File: src/rtl/wpa_pkg.sv
`timescale 1ns / 1ps
`default_nettype none

package wpa_pkg;

    localparam int CMD_BITS       = 2;
    localparam int IN_SAMPLE_BITS = 16;
    localparam int SUM_BITS       = 36;
    localparam int COUNT_BITS     = 20;
    localparam int AVG_BITS       = 24;
    localparam int FRAC_BITS      = 8;
    localparam int DIV_STEPS      = SUM_BITS + FRAC_BITS;
    localparam int DIV_CNT_BITS   = $clog2(DIV_STEPS);

    localparam logic [CMD_BITS-1:0] CMD_CLEAR  = 2'd0;
    localparam logic [CMD_BITS-1:0] CMD_SAMPLE = 2'd1;
    localparam logic [CMD_BITS-1:0] CMD_FINISH = 2'd2;

    typedef enum logic [2:0] {
        ST_IDLE,
        ST_WALK,
        ST_ACCUM,
        ST_DIVIDE,
        ST_EMIT
    } ctrl_state_t;

    typedef struct packed {
        logic take;
        logic walk_step;
        logic accum;
        logic div_step;
        logic out_load;
    } dp_cmd_t;

    typedef struct packed {
        logic full_next;
        logic total_zero;
        logic walk_last;
        logic div_last;
    } dp_status_t;

endpackage

`default_nettype wire

File: src/rtl/wpa_in_if.sv
`timescale 1ns / 1ps
`default_nettype none

interface wpa_in_if;

    logic                                valid;
    logic                                ready;
    logic [wpa_pkg::CMD_BITS-1:0]        command;
    logic [wpa_pkg::IN_SAMPLE_BITS-1:0]  sample_value;

    modport source (output valid, output command, output sample_value, input ready);
    modport sink   (input valid, input command, input sample_value, output ready);

endinterface

`default_nettype wire

File: src/rtl/wpa_out_if.sv
`timescale 1ns / 1ps
`default_nettype none

interface wpa_out_if;

    logic                            valid;
    logic                            ready;
    logic                            peak_found;
    logic [wpa_pkg::COUNT_BITS-1:0]  peak_count;
    logic [wpa_pkg::AVG_BITS-1:0]    average_peak;
    logic                            average_valid;

    modport source (
        output valid, output peak_found, output peak_count,
        output average_peak, output average_valid, input ready
    );
    modport sink (
        input valid, input peak_found, input peak_count,
        input average_peak, input average_valid, output ready
    );

endinterface

`default_nettype wire

File: src/rtl/wpa_ctrl.sv
`timescale 1ns / 1ps
`default_nettype none

module wpa_ctrl (
    input  wire logic                           clk,
    input  wire logic                           rst_n,
    input  wire logic                           in_valid,
    input  wire logic [wpa_pkg::CMD_BITS-1:0]   in_command,
    output logic                                in_ready,
    output logic                                out_valid,
    input  wire logic                           out_ready,
    input  wire wpa_pkg::dp_status_t            status,
    output wpa_pkg::dp_cmd_t                    cmd
);

    wpa_pkg::ctrl_state_t state_reg;
    wpa_pkg::ctrl_state_t state_next;
    logic                 out_valid_reg;
    logic                 out_valid_next;

    always_ff @(posedge clk or negedge rst_n)
    begin
        if (!rst_n)
        begin
            state_reg     <= wpa_pkg::ST_IDLE;
            out_valid_reg <= 1'b0;
        end
        else
        begin
            state_reg     <= state_next;
            out_valid_reg <= out_valid_next;
        end
    end

    always_comb
    begin
        state_next     = state_reg;
        out_valid_next = out_valid_reg && !out_ready;
        cmd            = '0;
        in_ready       = 1'b0;
        case (state_reg)
            wpa_pkg::ST_IDLE:
            begin
                in_ready = 1'b1;
                if (in_valid)
                begin
                    cmd.take = 1'b1;
                    case (in_command)
                        wpa_pkg::CMD_SAMPLE:
                            state_next = status.full_next ? wpa_pkg::ST_WALK
                                                          : wpa_pkg::ST_EMIT;
                        wpa_pkg::CMD_FINISH:
                            state_next = status.total_zero ? wpa_pkg::ST_EMIT
                                                           : wpa_pkg::ST_DIVIDE;
                        default:
                            state_next = wpa_pkg::ST_EMIT;
                    endcase
                end
            end
            wpa_pkg::ST_WALK:
            begin
                cmd.walk_step = 1'b1;
                if (status.walk_last)
                begin
                    state_next = wpa_pkg::ST_ACCUM;
                end
            end
            wpa_pkg::ST_ACCUM:
            begin
                cmd.accum  = 1'b1;
                state_next = wpa_pkg::ST_EMIT;
            end
            wpa_pkg::ST_DIVIDE:
            begin
                cmd.div_step = 1'b1;
                if (status.div_last)
                begin
                    state_next = wpa_pkg::ST_EMIT;
                end
            end
            wpa_pkg::ST_EMIT:
            begin
                if (!out_valid_reg || out_ready)
                begin
                    cmd.out_load   = 1'b1;
                    out_valid_next = 1'b1;
                    state_next     = wpa_pkg::ST_IDLE;
                end
            end
            default:
            begin
                state_next = wpa_pkg::ST_IDLE;
            end
        endcase
    end

    assign out_valid = out_valid_reg;

`ifndef ASSERT_OFF
    a_one_cmd: assert property (@(posedge clk) disable iff (!rst_n)
        $onehot0(cmd))
        else $error("more than one datapath command at once");

    a_walk_last_in_walk: assert property (@(posedge clk) disable iff (!rst_n)
        status.walk_last |-> state_reg == wpa_pkg::ST_WALK)
        else $error("window walk ended outside the walk state");

    a_div_last_in_divide: assert property (@(posedge clk) disable iff (!rst_n)
        status.div_last |-> state_reg == wpa_pkg::ST_DIVIDE)
        else $error("divider finished outside the divide state");

    a_load_shows_word: assert property (@(posedge clk) disable iff (!rst_n)
        cmd.out_load |=> out_valid_reg)
        else $error("loaded result word not offered");
`endif

endmodule

`default_nettype wire

File: src/rtl/wpa_dpath.sv
`timescale 1ns / 1ps
`default_nettype none

module wpa_dpath #(
    parameter int WINDOW      = 15,
    parameter int SAMPLE_BITS = 16
) (
    input  wire logic                                 clk,
    input  wire logic                                 rst_n,
    input  wire wpa_pkg::dp_cmd_t                     cmd,
    output wpa_pkg::dp_status_t                       status,
    input  wire logic [wpa_pkg::CMD_BITS-1:0]         in_command,
    input  wire logic [wpa_pkg::IN_SAMPLE_BITS-1:0]   in_sample,
    output logic                                      out_peak_found,
    output logic [wpa_pkg::COUNT_BITS-1:0]            out_peak_count,
    output logic [wpa_pkg::AVG_BITS-1:0]              out_average_peak,
    output logic                                      out_average_valid
);

    localparam int PW      = $clog2(WINDOW);
    localparam int FW      = $clog2(WINDOW + 1);
    localparam int SB      = wpa_pkg::SUM_BITS;
    localparam int CB      = wpa_pkg::COUNT_BITS;
    localparam int AB      = wpa_pkg::AVG_BITS;
    localparam int DB      = wpa_pkg::DIV_STEPS;
    localparam int DCB     = wpa_pkg::DIV_CNT_BITS;

    localparam logic [PW-1:0]  LAST_IDX   = PW'(WINDOW - 1);
    localparam logic [PW-1:0]  HALF_IDX   = PW'(WINDOW / 2);
    localparam logic [FW-1:0]  FILL_FULL  = FW'(WINDOW);
    localparam logic [FW-1:0]  FILL_ALMOST = FW'(WINDOW - 1);
    localparam logic [SB-1:0]  SUM_MAX    = '1;
    localparam logic [CB-1:0]  TOTAL_MAX  = '1;
    localparam logic [AB-1:0]  AVG_MAX    = '1;
    localparam logic [DCB-1:0] DIV_LAST   = DCB'(DB - 1);

    logic [SAMPLE_BITS-1:0] mem [WINDOW];

    // control state
    logic [PW-1:0]  wpos_reg, wpos_next;
    logic [FW-1:0]  fill_reg, fill_next;
    logic [SB-1:0]  sum_reg, sum_next;
    logic [CB-1:0]  total_reg, total_next;
    logic [FW-1:0]  issue_reg, issue_next;
    logic           rv_reg, rv_next;
    logic [PW-1:0]  ridx_reg, ridx_next;
    logic [DCB-1:0] div_cnt_reg, div_cnt_next;

    // payload
    logic [PW-1:0]          rd_addr_reg;
    logic [SAMPLE_BITS-1:0] rd_data_reg;
    logic [SAMPLE_BITS-1:0] prev_reg;
    logic [SAMPLE_BITS-1:0] centre_reg;
    logic                   ok_reg;
    logic [CB-1:0]          rem_reg;
    logic [DB-1:0]          quo_reg;
    logic                   item_found_reg;
    logic [AB-1:0]          item_avg_reg;
    logic                   item_fin_reg;

    logic [SAMPLE_BITS-1:0] sample_w;
    logic [PW-1:0]          wpos_step;
    logic [PW-1:0]          rd_addr_step;
    logic                   issuing;
    logic                   pair_fail;
    logic [SB:0]            sum_add;
    logic [CB:0]            rem_sh;
    logic                   rem_ge;
    logic [CB-1:0]          rem_new;
    logic [DB-1:0]          quo_new;
    logic [AB-1:0]          quo_sat;

    always_comb
    begin
        sample_w     = SAMPLE_BITS'(in_sample);
        wpos_step    = (wpos_reg == LAST_IDX) ? '0 : wpos_reg + 1'b1;
        rd_addr_step = (rd_addr_reg == LAST_IDX) ? '0 : rd_addr_reg + 1'b1;
        issuing      = issue_reg < FILL_FULL;

        // rising side up to the centre, falling side after it
        pair_fail = (ridx_reg != '0) &&
                    (((ridx_reg <= HALF_IDX) && (prev_reg > rd_data_reg)) ||
                     ((ridx_reg > HALF_IDX) && (prev_reg < rd_data_reg)));

        sum_add = {1'b0, sum_reg} + (SB + 1)'(centre_reg);

        // restoring division, one quotient bit per step
        rem_sh  = {rem_reg, quo_reg[DB-1]};
        rem_ge  = rem_sh >= {1'b0, total_reg};
        rem_new = rem_ge ? CB'(rem_sh - {1'b0, total_reg}) : rem_sh[CB-1:0];
        quo_new = {quo_reg[DB-2:0], rem_ge};
        quo_sat = (quo_new[DB-1:AB] != '0) ? AVG_MAX : quo_new[AB-1:0];

        status.full_next  = fill_reg >= FILL_ALMOST;
        status.total_zero = total_reg == '0;
        status.walk_last  = rv_reg && (ridx_reg == LAST_IDX);
        status.div_last   = div_cnt_reg == DIV_LAST;

        wpos_next    = wpos_reg;
        fill_next    = fill_reg;
        sum_next     = sum_reg;
        total_next   = total_reg;
        issue_next   = issue_reg;
        rv_next      = 1'b0;
        ridx_next    = ridx_reg;
        div_cnt_next = div_cnt_reg;

        if (cmd.take)
        begin
            case (in_command)
                wpa_pkg::CMD_CLEAR:
                begin
                    wpos_next  = '0;
                    fill_next  = '0;
                    sum_next   = '0;
                    total_next = '0;
                end
                wpa_pkg::CMD_SAMPLE:
                begin
                    wpos_next  = wpos_step;
                    fill_next  = (fill_reg == FILL_FULL) ? fill_reg : fill_reg + 1'b1;
                    issue_next = '0;
                end
                wpa_pkg::CMD_FINISH:
                begin
                    div_cnt_next = '0;
                end
                default:
                begin
                end
            endcase
        end

        if (cmd.walk_step)
        begin
            rv_next = issuing;
            if (issuing)
            begin
                issue_next = issue_reg + 1'b1;
                ridx_next  = issue_reg[PW-1:0];
            end
        end

        if (cmd.accum && ok_reg)
        begin
            sum_next   = sum_add[SB] ? SUM_MAX : sum_add[SB-1:0];
            total_next = (total_reg == TOTAL_MAX) ? total_reg : total_reg + 1'b1;
        end

        if (cmd.div_step)
        begin
            div_cnt_next = status.div_last ? '0 : div_cnt_reg + 1'b1;
        end
    end

    always_ff @(posedge clk or negedge rst_n)
    begin
        if (!rst_n)
        begin
            wpos_reg    <= '0;
            fill_reg    <= '0;
            sum_reg     <= '0;
            total_reg   <= '0;
            issue_reg   <= '0;
            rv_reg      <= 1'b0;
            ridx_reg    <= '0;
            div_cnt_reg <= '0;
        end
        else
        begin
            wpos_reg    <= wpos_next;
            fill_reg    <= fill_next;
            sum_reg     <= sum_next;
            total_reg   <= total_next;
            issue_reg   <= issue_next;
            rv_reg      <= rv_next;
            ridx_reg    <= ridx_next;
            div_cnt_reg <= div_cnt_next;
        end
    end

    // ring memory, one write and one registered read
    always_ff @(posedge clk)
    begin
        if (cmd.take && (in_command == wpa_pkg::CMD_SAMPLE))
        begin
            mem[wpos_reg] <= sample_w;
        end
        if (cmd.walk_step && issuing)
        begin
            rd_data_reg <= mem[rd_addr_reg];
        end
    end

    always_ff @(posedge clk)
    begin
        if (cmd.take)
        begin
            item_found_reg <= 1'b0;
            item_avg_reg   <= '0;
            item_fin_reg   <= in_command == wpa_pkg::CMD_FINISH;
            rd_addr_reg    <= wpos_step;
            ok_reg         <= 1'b1;
            rem_reg        <= '0;
            quo_reg        <= {sum_reg, {wpa_pkg::FRAC_BITS{1'b0}}};
        end
        if (cmd.walk_step)
        begin
            if (issuing)
            begin
                rd_addr_reg <= rd_addr_step;
            end
            if (rv_reg)
            begin
                prev_reg <= rd_data_reg;
                if (pair_fail)
                begin
                    ok_reg <= 1'b0;
                end
                if (ridx_reg == HALF_IDX)
                begin
                    centre_reg <= rd_data_reg;
                end
            end
        end
        if (cmd.accum && ok_reg)
        begin
            item_found_reg <= 1'b1;
        end
        if (cmd.div_step)
        begin
            rem_reg <= rem_new;
            quo_reg <= quo_new;
            if (status.div_last)
            begin
                item_avg_reg <= quo_sat;
            end
        end
        if (cmd.out_load)
        begin
            out_peak_found    <= item_found_reg;
            out_peak_count    <= total_reg;
            out_average_peak  <= item_avg_reg;
            out_average_valid <= item_fin_reg;
        end
    end

`ifndef ASSERT_OFF
    a_walk_needs_full: assert property (@(posedge clk) disable iff (!rst_n)
        status.walk_last |-> fill_reg == FILL_FULL)
        else $error("peak test on a ring that is not full");

    a_accum_monotonic: assert property (@(posedge clk) disable iff (!rst_n)
        cmd.accum |=> (total_reg >= $past(total_reg)) && (sum_reg >= $past(sum_reg)))
        else $error("peak sum or count went down");

    a_clear_resets: assert property (@(posedge clk) disable iff (!rst_n)
        (cmd.take && (in_command == wpa_pkg::CMD_CLEAR)) |=>
            (total_reg == '0) && (fill_reg == '0) && (sum_reg == '0))
        else $error("clear left state behind");
`endif

endmodule

`default_nettype wire

File: src/rtl/window_peak_averager.sv
// path: a sample that fills the ring, or comes once it is full, takes the window walk
// (one memory read per cycle), then the peak update; other samples, clear and unused
// codes go straight to the output; finish with a nonzero count takes the 44-step
// restoring divider first, else it goes straight out; one word is in work at a time
// rst_n is asynchronous and active low and clears ring pointers, fill, sum and count
`timescale 1ns / 1ps
`default_nettype none

module window_peak_averager #(
    parameter int WINDOW      = 15,
    parameter int SAMPLE_BITS = 16
) (
    input  wire logic    clk,
    input  wire logic    rst_n,
    wpa_in_if.sink       samples,
    wpa_out_if.source    results
);

    wpa_pkg::dp_cmd_t    cmd;
    wpa_pkg::dp_status_t status;

    wpa_ctrl u_ctrl (
        .clk        (clk),
        .rst_n      (rst_n),
        .in_valid   (samples.valid),
        .in_command (samples.command),
        .in_ready   (samples.ready),
        .out_valid  (results.valid),
        .out_ready  (results.ready),
        .status     (status),
        .cmd        (cmd)
    );

    wpa_dpath #(
        .WINDOW      (WINDOW),
        .SAMPLE_BITS (SAMPLE_BITS)
    ) u_dpath (
        .clk               (clk),
        .rst_n             (rst_n),
        .cmd               (cmd),
        .status            (status),
        .in_command        (samples.command),
        .in_sample         (samples.sample_value),
        .out_peak_found    (results.peak_found),
        .out_peak_count    (results.peak_count),
        .out_average_peak  (results.average_peak),
        .out_average_valid (results.average_valid)
    );

endmodule

`default_nettype wire

File: src/flat_wrapper.sv
// flat-port wrapper written by rule: the top's interface ports become plain ports
module window_peak_averager_flat 
#(
    parameter int WINDOW      = 15,
    parameter int SAMPLE_BITS = 16
)
  (clk, rst_n, samples_valid, samples_command, samples_sample_value, samples_ready, results_valid, results_peak_found, results_peak_count, results_average_peak, results_average_valid, results_ready);
  wpa_in_if samples_i ();
  wpa_out_if results_i ();
  input  wire logic clk;
  input  wire logic rst_n;
  input wire logic [$bits(samples_i.valid)-1:0] samples_valid;
  input wire logic [$bits(samples_i.command)-1:0] samples_command;
  input wire logic [$bits(samples_i.sample_value)-1:0] samples_sample_value;
  output wire logic [$bits(samples_i.ready)-1:0] samples_ready;
  output wire logic [$bits(results_i.valid)-1:0] results_valid;
  output wire logic [$bits(results_i.peak_found)-1:0] results_peak_found;
  output wire logic [$bits(results_i.peak_count)-1:0] results_peak_count;
  output wire logic [$bits(results_i.average_peak)-1:0] results_average_peak;
  output wire logic [$bits(results_i.average_valid)-1:0] results_average_valid;
  input wire logic [$bits(results_i.ready)-1:0] results_ready;
  assign samples_i.valid = samples_valid;
  assign samples_i.command = samples_command;
  assign samples_i.sample_value = samples_sample_value;
  assign samples_ready = samples_i.ready;
  assign results_valid = results_i.valid;
  assign results_peak_found = results_i.peak_found;
  assign results_peak_count = results_i.peak_count;
  assign results_average_peak = results_i.average_peak;
  assign results_average_valid = results_i.average_valid;
  assign results_i.ready = results_ready;
  window_peak_averager #(.WINDOW(WINDOW), .SAMPLE_BITS(SAMPLE_BITS)) u_core (.clk(clk), .rst_n(rst_n), .samples(samples_i), .results(results_i));
endmodule
File: config.mk
export PLATFORM = sky130hd
export DESIGN_NAME = window_peak_averager_flat
export DESIGN_NICKNAME = d
export VERILOG_FILES = /design/src/rtl/wpa_pkg.sv /design/src/rtl/wpa_in_if.sv /design/src/rtl/wpa_out_if.sv /design/src/rtl/wpa_ctrl.sv /design/src/rtl/wpa_dpath.sv /design/src/rtl/window_peak_averager.sv /design/src/flat_wrapper.sv
export SDC_FILE = /design/constraint.sdc
export NUM_CORES = 1
export LEC_CHECK = 0
export ABC_AREA = 1
export BUFFER_PORTS_ARGS = -buffer_cell sky130_fd_sc_hd__buf_2
export CAP_MARGIN = 0
export CORE_ASPECT_RATIO = 1.5
export CORE_MARGIN = 3
export CORE_UTILIZATION = 35
export DETAILED_ROUTE_END_ITERATION = 10
export HOLD_SLACK_MARGIN = 0.08
export PLACE_DENSITY_LB_ADDON = 0.1
export SKIP_CTS_REPAIR_TIMING = 1
export SYNTH_ARGS = -nofsm -noshare
export SYNTH_HDL_FRONTEND = slang
export SYNTH_HIERARCHICAL = 1
export SYNTH_SLANG_ARGS = --single-unit
File: constraint.sdc
create_clock -name clk -period 4.9 [get_ports clk]
set_clock_uncertainty 0.2 [all_clocks]
set_input_delay 0.49 -clock clk [delete_from_list [all_inputs] [get_ports clk]]
set_output_delay 0.49 -clock clk [all_outputs]
set_load 0.005 [all_outputs]
[Word-level counts from Yosys, hierarchy flattened]
Memories as Yosys holds them, arrays and structs flattened. A register that Yosys moved wholly into a read port is not among the register bits.
Index checks and enable logic that the tools add are counted.
Word-level totals
  register bits: 256
  bits in latches: 0
  memory bits (writable): 240
  bits in read-only memories: 0
  input bits: 22
  output and inout port bits: 48
  logic and storage cells: 147
  memories: 1
Cells by class
  add/sub/neg operators: 8
  $mul: 0
  div/mod/pow operators: 0
  magnitude comparators: 7
  equal/unequal tests: 19
  shift-type cells: 0
  muxes and demuxes: 58
  bitwise gates (word level): 0
  reduce and logical (&&, ||, !) cells: 31
Memory list
  u_core.u_dpath.mem: words 15, bits a word 16, read ports 1, clocked after memory_dff 1, wr ports 1, line wpa_dpath.sv:37  | logic [SAMPLE_BITS-1:0] mem [WINDOW];
Operator list (count)
  36-bit 2-to-1 mux: 4
  20-bit 2-to-1 mux: 7
  24-bit 2-to-1 mux: 4
  44-bit 2-to-1 mux: 2
  4-bit 2-to-1 mux: 10
  36-bit by 16-bit adder with 37-bit output: 1
  6-bit 2-to-1 mux: 4
  21-bit by 20-bit >= comparator with 1-bit output: 1
  20-bit by 1-bit adder with 20-bit output (second input constant): 1
  20-bit == test (second input constant): 1
  20-bit logical NOT: 1
  20-bit nonzero test: 1
  20-bit subtractor: 1
  3-bit 2-to-1 mux: 6
  1-bit 2-to-1 mux: 17
  4-bit by 1-bit adder with 4-bit output (second input constant): 4
  4-bit == test (second input constant): 4
  16-bit > comparator: 1
  16-bit less-than comparator: 1
  4-bit one-hot mux with 2 select lines: 2
  3-bit one-hot mux with 5 select lines: 1
  2-bit AND reduction: 5
  2-bit nonzero test: 5
  3-bit AND reduction: 3
  other kinds (22): 36

[Depth between registers and ports, before layout]
Gate-level depths: netlist of the first run.
  word-level depth: 7
  gate-level depth with buffers: 15
  gate-level depth less buffers: 15

[Hierarchy]
The synthesis of the first run kept the hierarchy.
By module, submodules not included
  wpa_dpath: instances 1, cells an instance 2304, area an instance 23513.8 um^2, seq. area each 14559.0 um^2
  wpa_ctrl: instances 1, cells an instance 55, area an instance 340.3 um^2, seq. area each 100.1 um^2

[Worst setup path before layout of the first run]
No wires, ideal clock.
  path kind: reg-to-reg
  start point: register u_core.u_ctrl.state_reg[2]
  end point: memory u_core.u_dpath.mem[7][0] (enable)
  library setup time: 430 ps
  arrival time: 3565 ps
  required time: 4270 ps
  slack: 705 ps
  stages on the path, launching flop included: 7
  buffers on the path: 1
  period minus slack after synthesis: 4195 ps
  cell sequence: dfrtp_1 > nor4_1 > inv_1 > clkbuf_1 > nor2_1 > inv_1 > nor4_1
RTL lines
  from (decl): line wpa_ctrl.sv:16  | wpa_pkg::ctrl_state_t state_reg;
  from (signal assigned): line wpa_ctrl.sv:25  | state_reg <= wpa_pkg::ST_IDLE;
  from (signal assigned): line wpa_ctrl.sv:30  | state_reg <= state_next;
  to (decl): line wpa_dpath.sv:37

==> reports/metrics.cfg, run 1 <==
[yosys]
ys_types = 59
yosysMostFrequentCell = nand2_1
async_flop_share = 0.162
yosysWarnings = 6
yosysTopAreaCellShare = 0.502
synth_common_cells = nand2_1 (586), edfxtp_1 (399), inv_1 (223), nor2_1 (201), o21ai_0 (148)
ys_ff_latch = 512
synth_nets = 2443
yosys-top-cells-area = edfxtp_1 (50%), nand2_1 (9.2%), dfrtp_1 (8.7%), inv_1 (3.5%), nor2_1 (3.2%)
ys_seq_area_frac = 0.615
synth-edff-count = 399
synth_cells = 2359
yosysTopAreaCell = edfxtp_1
syn_area_sq_mm = 0.0239
ys.flop_type = edfxtp_1
synth_area_per_cell_sq_um = 10.1

[floorplan]
die-width_um = 219
placementRows = 116
num_io_pins = 70
initial_core_util = 0.356
die_area_sq_mm = 0.0714
core-area_sq_mm = 0.0671
die_y_um = 326

[route]
drcViolationCount = 0
dr.pass1.iters = 6
vias = 16900
ant_nets = 0
routed_wl_um = 65800
wl_per_cell_um = 19.5
drt_iter0_drc = 935
viasPerCell = 5.02

[timing]
drv_slew = 0
period_minus_slack_ps = 3440
slew_headroom = 0.279
setup_viol = 0
final.setup.tns_ps = 0
rsz0062_at_grt = false
fin_crit_sh = 0.702
finalHoldViolCount = 0
max_freq_mhz = 291
worst_pin_slew_ps = 1080

[final_layout]
layout.nets = 2527
fin_cells = 3371
syn2layout_area_growth_pct = 13.1
fill_cells = 6631
insertedDiodeCount = 0
post-route-util = 0.402
largest_reg_flops = 240
drive_above_1_share = 0.102

[power]
p_switching_w = 0.00605
p_int_w = 0.00956
p_leak_nw = 10.6
power_density_mw_per_mm2 = 579
combPwrFrac = 0.343
power_frac_clock = 0.251
swShare = 0.388
seq_power_share = 0.405
vdd_drop_max_uv = 382

[cts]
clock-sinks = 512
clk_latency_ps = 620
tritoncts = built
htree_levels = 2
cts_buffer_depth = 3
cts_buffers = 53
clk_pin_slew_ps = 60
cts_root_buf = clkbuf_16

[global_routing]
antenna_found_initial = 0
grt_pass1_vias = 17200
grt.total_usage = 0.184
grt_max_degree = 92
grt_overflow = 0
grt_pass1_wl_um = 101000

[outcome]
run_status = completed

[worst_setup_path]
path_class = reg -> reg
endpoint_kind = flop
critPathMaxFanout = 29
cp.arrival_ps = 3720
critPathRequiredTime_ps = 5180
startpoint_type = flop

[min_path]
hold_class = in -> reg

[placed_design]
hpwl_um = 46700
numPortBuffers = 69
dpl.cell_count = 3266
place.gp.congestion = 0.851

[run]
drv_cap = 0

-- layout make-up --
class / instances / area (sq um) / share of cell area
Sequential cell: 512 / 14700 / 0.544
Multi-Input combinational cell: 1529 / 7990 / 0.296
Clock buffer: 71 / 1430 / 0.0528
Tap cell: 885 / 1110 / 0.0411
Inverter: 241 / 907 / 0.0336
Timing Repair Buffer: 106 / 643 / 0.0238
Clock inverter: 27 / 240 / 0.00891
-- routing by layer --
layer,track usage,vias to the layer above,share of wire
li1,-,8273,-
met3,0.0258,126,0.033
met4,0.0723,0,0.040
met5,0,-,0
met1,0.205,8154,0.39
met2,0.350,360,0.54
-- power groups by stage --
stage	Sequential, W	Combinational, W	Clock [W]
6_report	0.00633	0.00536	0.00393
5_1_grt	0.00644	0.00602	0.00422
4_1_cts	0.00634	0.00542	0.00406
3_5_place_dp	0.00643	0.00540	0
3_3_place_gp	0.00642	0.00540	0
2_1_floorplan	0.00620	0.00368	0
-- worst max-delay path: stages (launching register included) --
cell	delay [ps]
dfrtp_1	470
nor4_1	340
buf_4	230
inv_1	60
buf_4	240
nor3_1	240
nor2_1	70
buf_4	230
inv_2	320
nand2_2	150
inv_2	370
nand2_1	130
o21ai_1	150
a21oi_1	60
-- final timing paths --
kind | from | endpoint | slack [ps] | cells past startpoint
worst max-delay path | u_core/u_ctrl/state_reg[2] | u_core/u_dpath/total_reg[3] | 1460 | 13
worst min-delay path | samples_sample_value[11] | u_core/u_dpath/mem[5][11] | 110 | 1
worst max register to register | u_core/u_ctrl/state_reg[2] | u_core/u_dpath/total_reg[3] | 1460 | 13
worst min register to register | u_core/u_dpath/item_avg_reg[8] | u_core/u_dpath/out_average_peak[8] | 240 | 0
max in group asynchronous | rst_n | u_core/u_dpath/total_reg[6] | 3210 | 3
min in group asynchronous | rst_n | u_core/u_dpath/sum_reg[32] | 200 | 2
-- cells by family (layout without fill, tap and decap cells) --
family | after synthesis | in the layout | synth area share
xor gates and xnor gates | 41 | 41 | 0.0151
and+or+nand+nor | 1041 | 1041 | 0.185
buffers and inverters | 318 | 445 | 0.0531
DFF | 512 | 512 | 0.615
adders and majority gates | 62 | 62 | 0.0331
AOI/OAI and AO/OA | 369 | 369 | 0.0922
muxes | 16 | 16 | 0.00671
-- metrics by stage --
step | setup slack, ps | cell area [sq um] | total power (W) | hold slack, ps
floorplan | 705 | 23900 | 0.00988 | -5.59
global placement | 1330 | 25200 | 0.0118 | 222
detailed placement | 1380 | 25200 | 0.0118 | 223
CTS | 1390 | 26900 | 0.0158 | -375
global route | 1100 | 27000 | 0.0167 | 81.4
finish | 1460 | 27000 | 0.0156 | 105
-- cell usage in the layout (no fill, tap or decap), drive strengths merged, types with 33 or more instances in the layout --
cell type and n:
dfrtp 83, buf 99, edfxtp 399, nand2 600
inv 240, xor2 33, clkbuf 71, o21ai 202
a21oi 64, nand3 144, ha 60, nor2 219
Power figures use the tool's default switching activity.
==> run 2, diff against run 1 <==
Settings changed: ABC_AREA 1 to 0.
Clock period 4.9 ns to 3.4 ns, I/O delays scaled along.
==> reports/metrics.cfg, run 2 <==
[cts]
htree_levels = 2  ; unchanged
clock-sinks = 512  ; unchanged
cts_buffers = 51  ; -3.8%
cts_buffer_depth = 3  ; unchanged
clk_pin_slew_ps = 60  ; about the same
cts_root_buf = clkbuf_16
tritoncts = built
clk_latency_ps = 610  ; about the same

[outcome]
run_status = completed

[route]
met1_length_um = 21600  ; -15%
drt_iter0_drc = 747  ; -20%
dr_wl_met3_um = 1640  ; -26%
wl_per_cell_um = 20.1  ; +2.8%
wl_met2_um = 28400  ; -20%
viasPerCell = 5.07  ; +1.1%
routed_wl_um = 53200  ; -19%
top_layer = met4
drcViolationCount = 0  ; unchanged
dr.pass1.iters = 4  ; -2
ant_nets = 0  ; unchanged
vias = 13500  ; -20%

[timing]
final.setup.tns_ps = 0  ; unchanged
fin_crit_sh = 0.927  ; +0.225
max_freq_mhz = 317  ; +9.1%
period_minus_slack_ps = 3150  ; -286 ps
slew_headroom = 0.393  ; +0.113
rsz0062_at_grt = false
worst_pin_slew_ps = 911  ; -169 ps
drv_slew = 0  ; unchanged
timing.final.ws_setup_ps = 248  ; -1210 ps
finalHoldViolCount = 0  ; unchanged
setup_viol = 0  ; unchanged

[worst_setup_path]
max_stage_delay_ps = 450  ; -20 ps
cp.arrival_ps = 3420  ; -300 ps
critPathMaxFanout = 7  ; -76%
critPathRequiredTime_ps = 3670  ; -1510 ps
critPathTopFamily = compound AO/OA/AOI/OAI gates
cp_common_cell = a21o_1
ff2ff_path_depth = 9  ; -4
cp_cell_sequence = ha_1 > fa_1 > nand2b_1 > a21o_1 > a21o_1 > a21oi_1 > o2111ai_1 > a2111oi_0 > a311o_1
slowest_stage = dfrtp_1
cp_num_cells = 9  ; -4
startpoint_type = flop
endpoint_kind = flop
path_class = reg -> reg
cp_num_buf_inv = 0  ; -6

[global_routing]
grt_overflow = 0  ; unchanged
grt_max_degree = 65  ; -29%
grt_pass1_vias = 14100  ; -18%
antenna_found_initial = 0  ; unchanged
grt_pass1_wl_um = 82600  ; -18%
grt.total_usage = 0.157  ; -0.0270

[yosys]
synth_nets = 1710  ; -30%
ys_types = 91  ; +54%
yosysWarnings = 6  ; unchanged
syn_area_sq_mm = 0.0227  ; -4.9%
yosys-top-cells-area = edfxtp_1 (53%), dfrtp_1 (9.2%), mux4_2 (6.4%), ha_1 (3.3%), dfxtp_1 (2.6%)
async_flop_share = 0.162  ; unchanged
synth_compound_area_frac = 0.0984  ; +0.00626
synth_area_per_cell_sq_um = 13.9  ; +38%
synth_top_family_by_area = compound AO/OA/AOI/OAI gates
synth_xor_area_frac = 0.0154  ; +0.000393
ys_ff_latch = 512  ; unchanged
synth_common_cells = edfxtp_1 (399), nand2_1 (137), nor2_1 (100), a21oi_1 (91), o21ai_0 (89)
yosysTopAreaCell = edfxtp_1
ys_seq_area_frac = 0.646  ; +0.0318
synth_cells = 1626  ; -31%
ys.flop_type = edfxtp_1
synth-simple-area-share = 0.0934  ; -0.0919
synth-edff-count = 399  ; unchanged
yosysTopAreaCellShare = 0.528  ; +0.0260
synth_mux_area_frac = 0.0863  ; +0.0796
yosysMostFrequentCell = edfxtp_1
yosys.area_share.adder = 0.0349  ; +0.00172

[floorplan]
die-width_um = 214  ; -2.4%
num_io_pins = 70  ; unchanged
initial_core_util = 0.356  ; about the same
placementRows = 113  ; -2.6%
die_area_sq_mm = 0.0680  ; -4.8%
core-area_sq_mm = 0.0638  ; -4.9%
die_y_um = 318  ; -2.4%

[final_layout]
insertedDiodeCount = 0  ; unchanged
fill_cells = 5917  ; -11%
drive_above_1_share = 0.200  ; +0.0978
syn2layout_area_growth_pct = 16.5
largest_reg_flops = 240  ; unchanged
layout.nets = 1832  ; -28%
final_cell_mix = edfxtp_1 (399), nand2_1 (137), a21oi_1 (91)
final_common_cell = edfxtp_1
ff_latch_area_sq_mm = 0.0147  ; about the same
multi_input_area_sq_mm = 0.00752  ; -5.9%

[power]
p_leak_nw = 9.39  ; -11%
finalPower_w = 0.0139  ; -11%
p_int_w = 0.0109  ; +14%
power_density_mw_per_mm2 = 525  ; -9.4%
seq_power_share = 0.498  ; +0.093
power_frac_clock = 0.456  ; +0.205
p_switching_w = 0.00295  ; -51%
swShare = 0.213  ; -0.175
combPwrFrac = 0.046  ; -0.297
vdd_drop_max_uv = 424  ; +11%

[placed_design]
numPortBuffers = 69  ; unchanged
hpwl_um = 35100  ; -25%
place.gp.congestion = 0.828  ; -2.6%
dp_worst_setup_slack_ps = 272  ; -1110 ps

[min_path]
hold_class = in -> async

[run]
drv_cap = 0  ; unchanged

[run 2: cell count changes after synthesis, moves of 29 or more]
cell      delta
nand3_1     -99
mux4_2      +64
nor2_1     -101
o21ai_1     -48
mux2_2      +29
nand2_1    -449
inv_1      -159
a21oi_1     +31
o21ai_0     -59
nand2b_1    +36
[run 2: stage by stage]
step                      cells  utilization  instance area (sq um)  hold WS, ps
after floorplan            1626            -                  22700         -156
after global placement     2535        0.381                  24300          182
after detailed placement   2535        0.381                  24300          192
after CTS                  2630        0.411                  26200         -465
after global routing       2652        0.414                  26400          121
final                      2652        0.414                  26400         94.8
[run 2: power groups by stage]
stage / registers, W / clock network, W / logic [W]
final: 0.00690 / 0.00633 / 0.000636
after global routing: 0.00691 / 0.00676 / 0.000716
after CTS: 0.00690 / 0.00653 / 0.000632
after detailed placement: 0.00703 / 0 / 0.000629
after global placement: 0.00703 / 0 / 0.000620
after floorplan: 0.00700 / 0 / 0.000416
[run 2: worst paths after layout]
| path | to | start | slack, ps |
|---|---|---|---|
| worst max-delay path | u_core/u_dpath/rem_reg[18] | u_core/u_dpath/total_reg[0] | 250 |
| min in group clk | u_core/u_dpath/out_average_peak[7] | u_core/u_dpath/item_avg_reg[7] | 230 |
| worst min register to register | u_core/u_dpath/out_average_peak[7] | u_core/u_dpath/item_avg_reg[7] | 230 |
| worst min-delay path | u_core/u_dpath/total_reg[7] | rst_n | 90 |
| max in group asynchronous | u_core/u_dpath/ridx_reg[0] | rst_n | 2120 |
| worst max register to register | u_core/u_dpath/rem_reg[18] | u_core/u_dpath/total_reg[0] | 250 |
[run 2: kinds of logic after synthesis]
kind of cell,count (synthesis)
AO/OA/AOI/OAI,330
XOR/XNOR,40
adder cells (fa/ha/maj),62
buffers and inverters,137
flip-flops,512
multiplexers,112
AND/OR/NAND/NOR,433
[run 2: layout make-up]
type | count | share of cell area
Inverter | 65 | 0.00923
Timing Repair Buffer | 141 | 0.0390
Multi-Input combinational cell | 977 | 0.284
Clock buffer | 55 | 0.0489
Clock inverter | 40 | 0.0228
Tap cell | 862 | 0.0408
Sequential cell | 512 | 0.555
[run 2: metal layers]
layer,up-vias,GRT usage
met4,0,0.0498
met3,93,0.0260
met1,6736,0.185
met5,-,0
met2,201,0.289
li1,6423,-
==> run 3, diff against run 2 <==
Clock period 3.4 ns to 2.71 ns, I/O delays scaled along.
==> reports/metrics.cfg, run 3 (synthesized netlist as in run 2, its figures left out) <==
[outcome]
run_status = finished, violations left
violations = negative setup slack

[global_routing]
grt_max_degree = 53  ; -18%
grt_pass1_vias = 14400  ; +2.2%
grt_pass1_wl_um = 85700  ; +3.7%
grt_overflow = 0  ; unchanged
grt.total_usage = 0.164  ; +0.00652
antenna_found_initial = 0  ; unchanged

[min_path]
hold-path-endpoint = u_core/u_dpath/out_average_peak[22]
whs_path_depth = 0
min_from = u_core/u_dpath/item_avg_reg[22]
hold_class = reg -> reg

[final_layout]
largest_reg_flops = 240  ; unchanged
fill_cells = 5736  ; -3.1%
final_common_cell = edfxtp_1
syn2layout_area_growth_pct = 23.7
final_cell_mix = edfxtp_1 (399), nand2_1 (134), buf_4 (130)
layout.nets = 1955  ; +6.7%
insertedDiodeCount = 0  ; unchanged
fin_cells = 2777  ; +4.7%
drive_above_1_share = 0.275  ; +0.0752

[worst_setup_path]
regToRegEndpoint = u_core/u_dpath/sum_reg[16]
critPathRequiredTime_ps = 3020  ; -650 ps
cp.arrival_ps = 3160  ; -260 ps
r2r_start = u_core/u_dpath/centre_reg[0]
endpoint_kind = flop
startpoint_type = flop
critPathMaxFanout = 6  ; -1
ff2ff_path_depth = 9  ; unchanged
ff2ff_setup_slack_ps = -140  ; -390 ps
path_class = reg -> reg
startpoint = u_core/u_dpath/centre_reg[0]

[timing]
slew_headroom = 0.620  ; +0.228
fin_crit_sh = 1.05  ; +0.124
finalHoldViolCount = 0  ; unchanged
max_freq_mhz = 351  ; +11%
period_minus_slack_ps = 2850  ; -304 ps
timing.final.ws_setup_ps = -138  ; -386 ps
setup_viol = 36  ; +36
drv_slew = 0  ; unchanged
worst_pin_slew_ps = 569  ; -342 ps
rsz0062_at_grt = true

[route]
dr.pass1.iters = 5  ; +1
viasPerCell = 5.10  ; +0.52%
vias = 14200  ; +5.3%
wl_per_cell_um = 20.4  ; +1.8%
ant_nets = 0  ; unchanged
drt_iter0_drc = 703  ; -5.9%
routed_wl_um = 56700  ; +6.6%
drcViolationCount = 0  ; unchanged

[power]
p_int_w = 0.0135  ; +24%
p_leak_nw = 10.1  ; +7.3%
power_frac_clock = 0.442  ; -0.014
p_switching_w = 0.00380  ; +29%
combPwrFrac = 0.059  ; +0.013
power_density_mw_per_mm2 = 618  ; +18%
swShare = 0.219  ; +0.00657
vdd_drop_max_uv = 517  ; +22%
seq_power_share = 0.499  ; about the same

[cts]
htree_levels = 2  ; unchanged
cts_root_buf = clkbuf_16
cts_buffer_depth = 3  ; unchanged
clk_pin_slew_ps = 60  ; about the same
cts_buffers = 53  ; +3.9%
clk_latency_ps = 630  ; +20 ps
clock-sinks = 512  ; unchanged
tritoncts = built

[floorplan]
num_io_pins = 70  ; unchanged
die-width_um = 214  ; unchanged
core-area_sq_mm = 0.0638  ; unchanged
die_area_sq_mm = 0.0680  ; unchanged
placementRows = 113  ; unchanged
initial_core_util = 0.356  ; unchanged
die_y_um = 318  ; unchanged

[placed_design]
hpwl_um = 37000  ; +5.3%
place.gp.congestion = 0.810  ; -2.2%
numPortBuffers = 69  ; unchanged
dpl.cell_count = 2638  ; +4.1%
dp_worst_setup_slack_ps = -117  ; -389 ps

[run]
drv_cap = 0  ; unchanged

run 3: cell count changes in the layout (fill, tap and decap cells not counted), sizes merged:
cell / change
clkinv: +1
clkbuf: +16
bufinv: -6
a211o: +1
buf: +116
clkinvlp: -4
dlygate4sd3: +1
run 3: worst max-delay path, stage by stage, from the launching register on:
cell and delay [ps]:
edfxtp_1 390, ha_2 200, fa_2 330, a21o_2 250, a221oi_4 310, o21a_4 200
a2bb2oi_4 260, a211o_4 240, o21ai_0 100, a22o_1 240
run 3: area by class of cell:
type | count | area, sq um | area share
clock buffer | 68 | 1420 | 0.0507
clock inverter | 31 | 414 | 0.0148
inverter | 65 | 244 | 0.00870
multi-input combinational | 978 | 7930 | 0.283
sequential | 512 | 14700 | 0.523
tap | 862 | 1080 | 0.0385
timing repair buffer | 261 | 2300 | 0.0819
run 3: metrics by stage:
| step | area (sq um) | util | hold slack [ps] | power (W) | setup TNS [ps] |
|---|---|---|---|---|---|
| finish | 28000 | 0.440 | 231 | 0.0173 | -2450 |
| detailed placement | 25500 | 0.399 | 154 | 0.00973 | -1580 |
| global placement | 25500 | 0.399 | 150 | 0.00972 | -535 |
| CTS | 27300 | 0.428 | -532 | 0.0175 | -3280 |
| global route | 28000 | 0.440 | 239 | 0.0180 | -8360 |
| floorplan | 22800 | - | -225 | 0.00932 | -3190 |
run 3: layer usage:
layer,vias to the layer above,share of wire,track usage
met5,-,0,0
met4,0,0.030,0.0504
met3,92,0.039,0.0270
met2,273,0.53,0.299
met1,7146,0.40,0.195
li1,6650,-,-
run 3: worst max path at each step:
| stage | to | slack (ps) | cells after the start |
|---|---|---|---|
| floorplan | u_core/u_dpath/mem[0][0] | -150 | 8 |
| global placement | u_core/u_dpath/rem_reg[18] | -80 | 10 |
| detailed placement | u_core/u_dpath/rem_reg[18] | -120 | 10 |
| CTS | u_core/u_dpath/sum_reg[19] | -140 | 9 |
| global route | u_core/u_dpath/sum_reg[16] | -300 | 9 |
| finish | u_core/u_dpath/sum_reg[16] | -140 | 9 |
run 3: power by group through the flow:
stage               registers (W)  logic (W)  clock network (W)
detailed placement        0.00881   0.000917                  0
finish                    0.00865    0.00102            0.00766
global placement          0.00881   0.000905                  0
CTS                       0.00865   0.000920            0.00792
floorplan                 0.00879   0.000536                  0
global route              0.00866    0.00112            0.00820
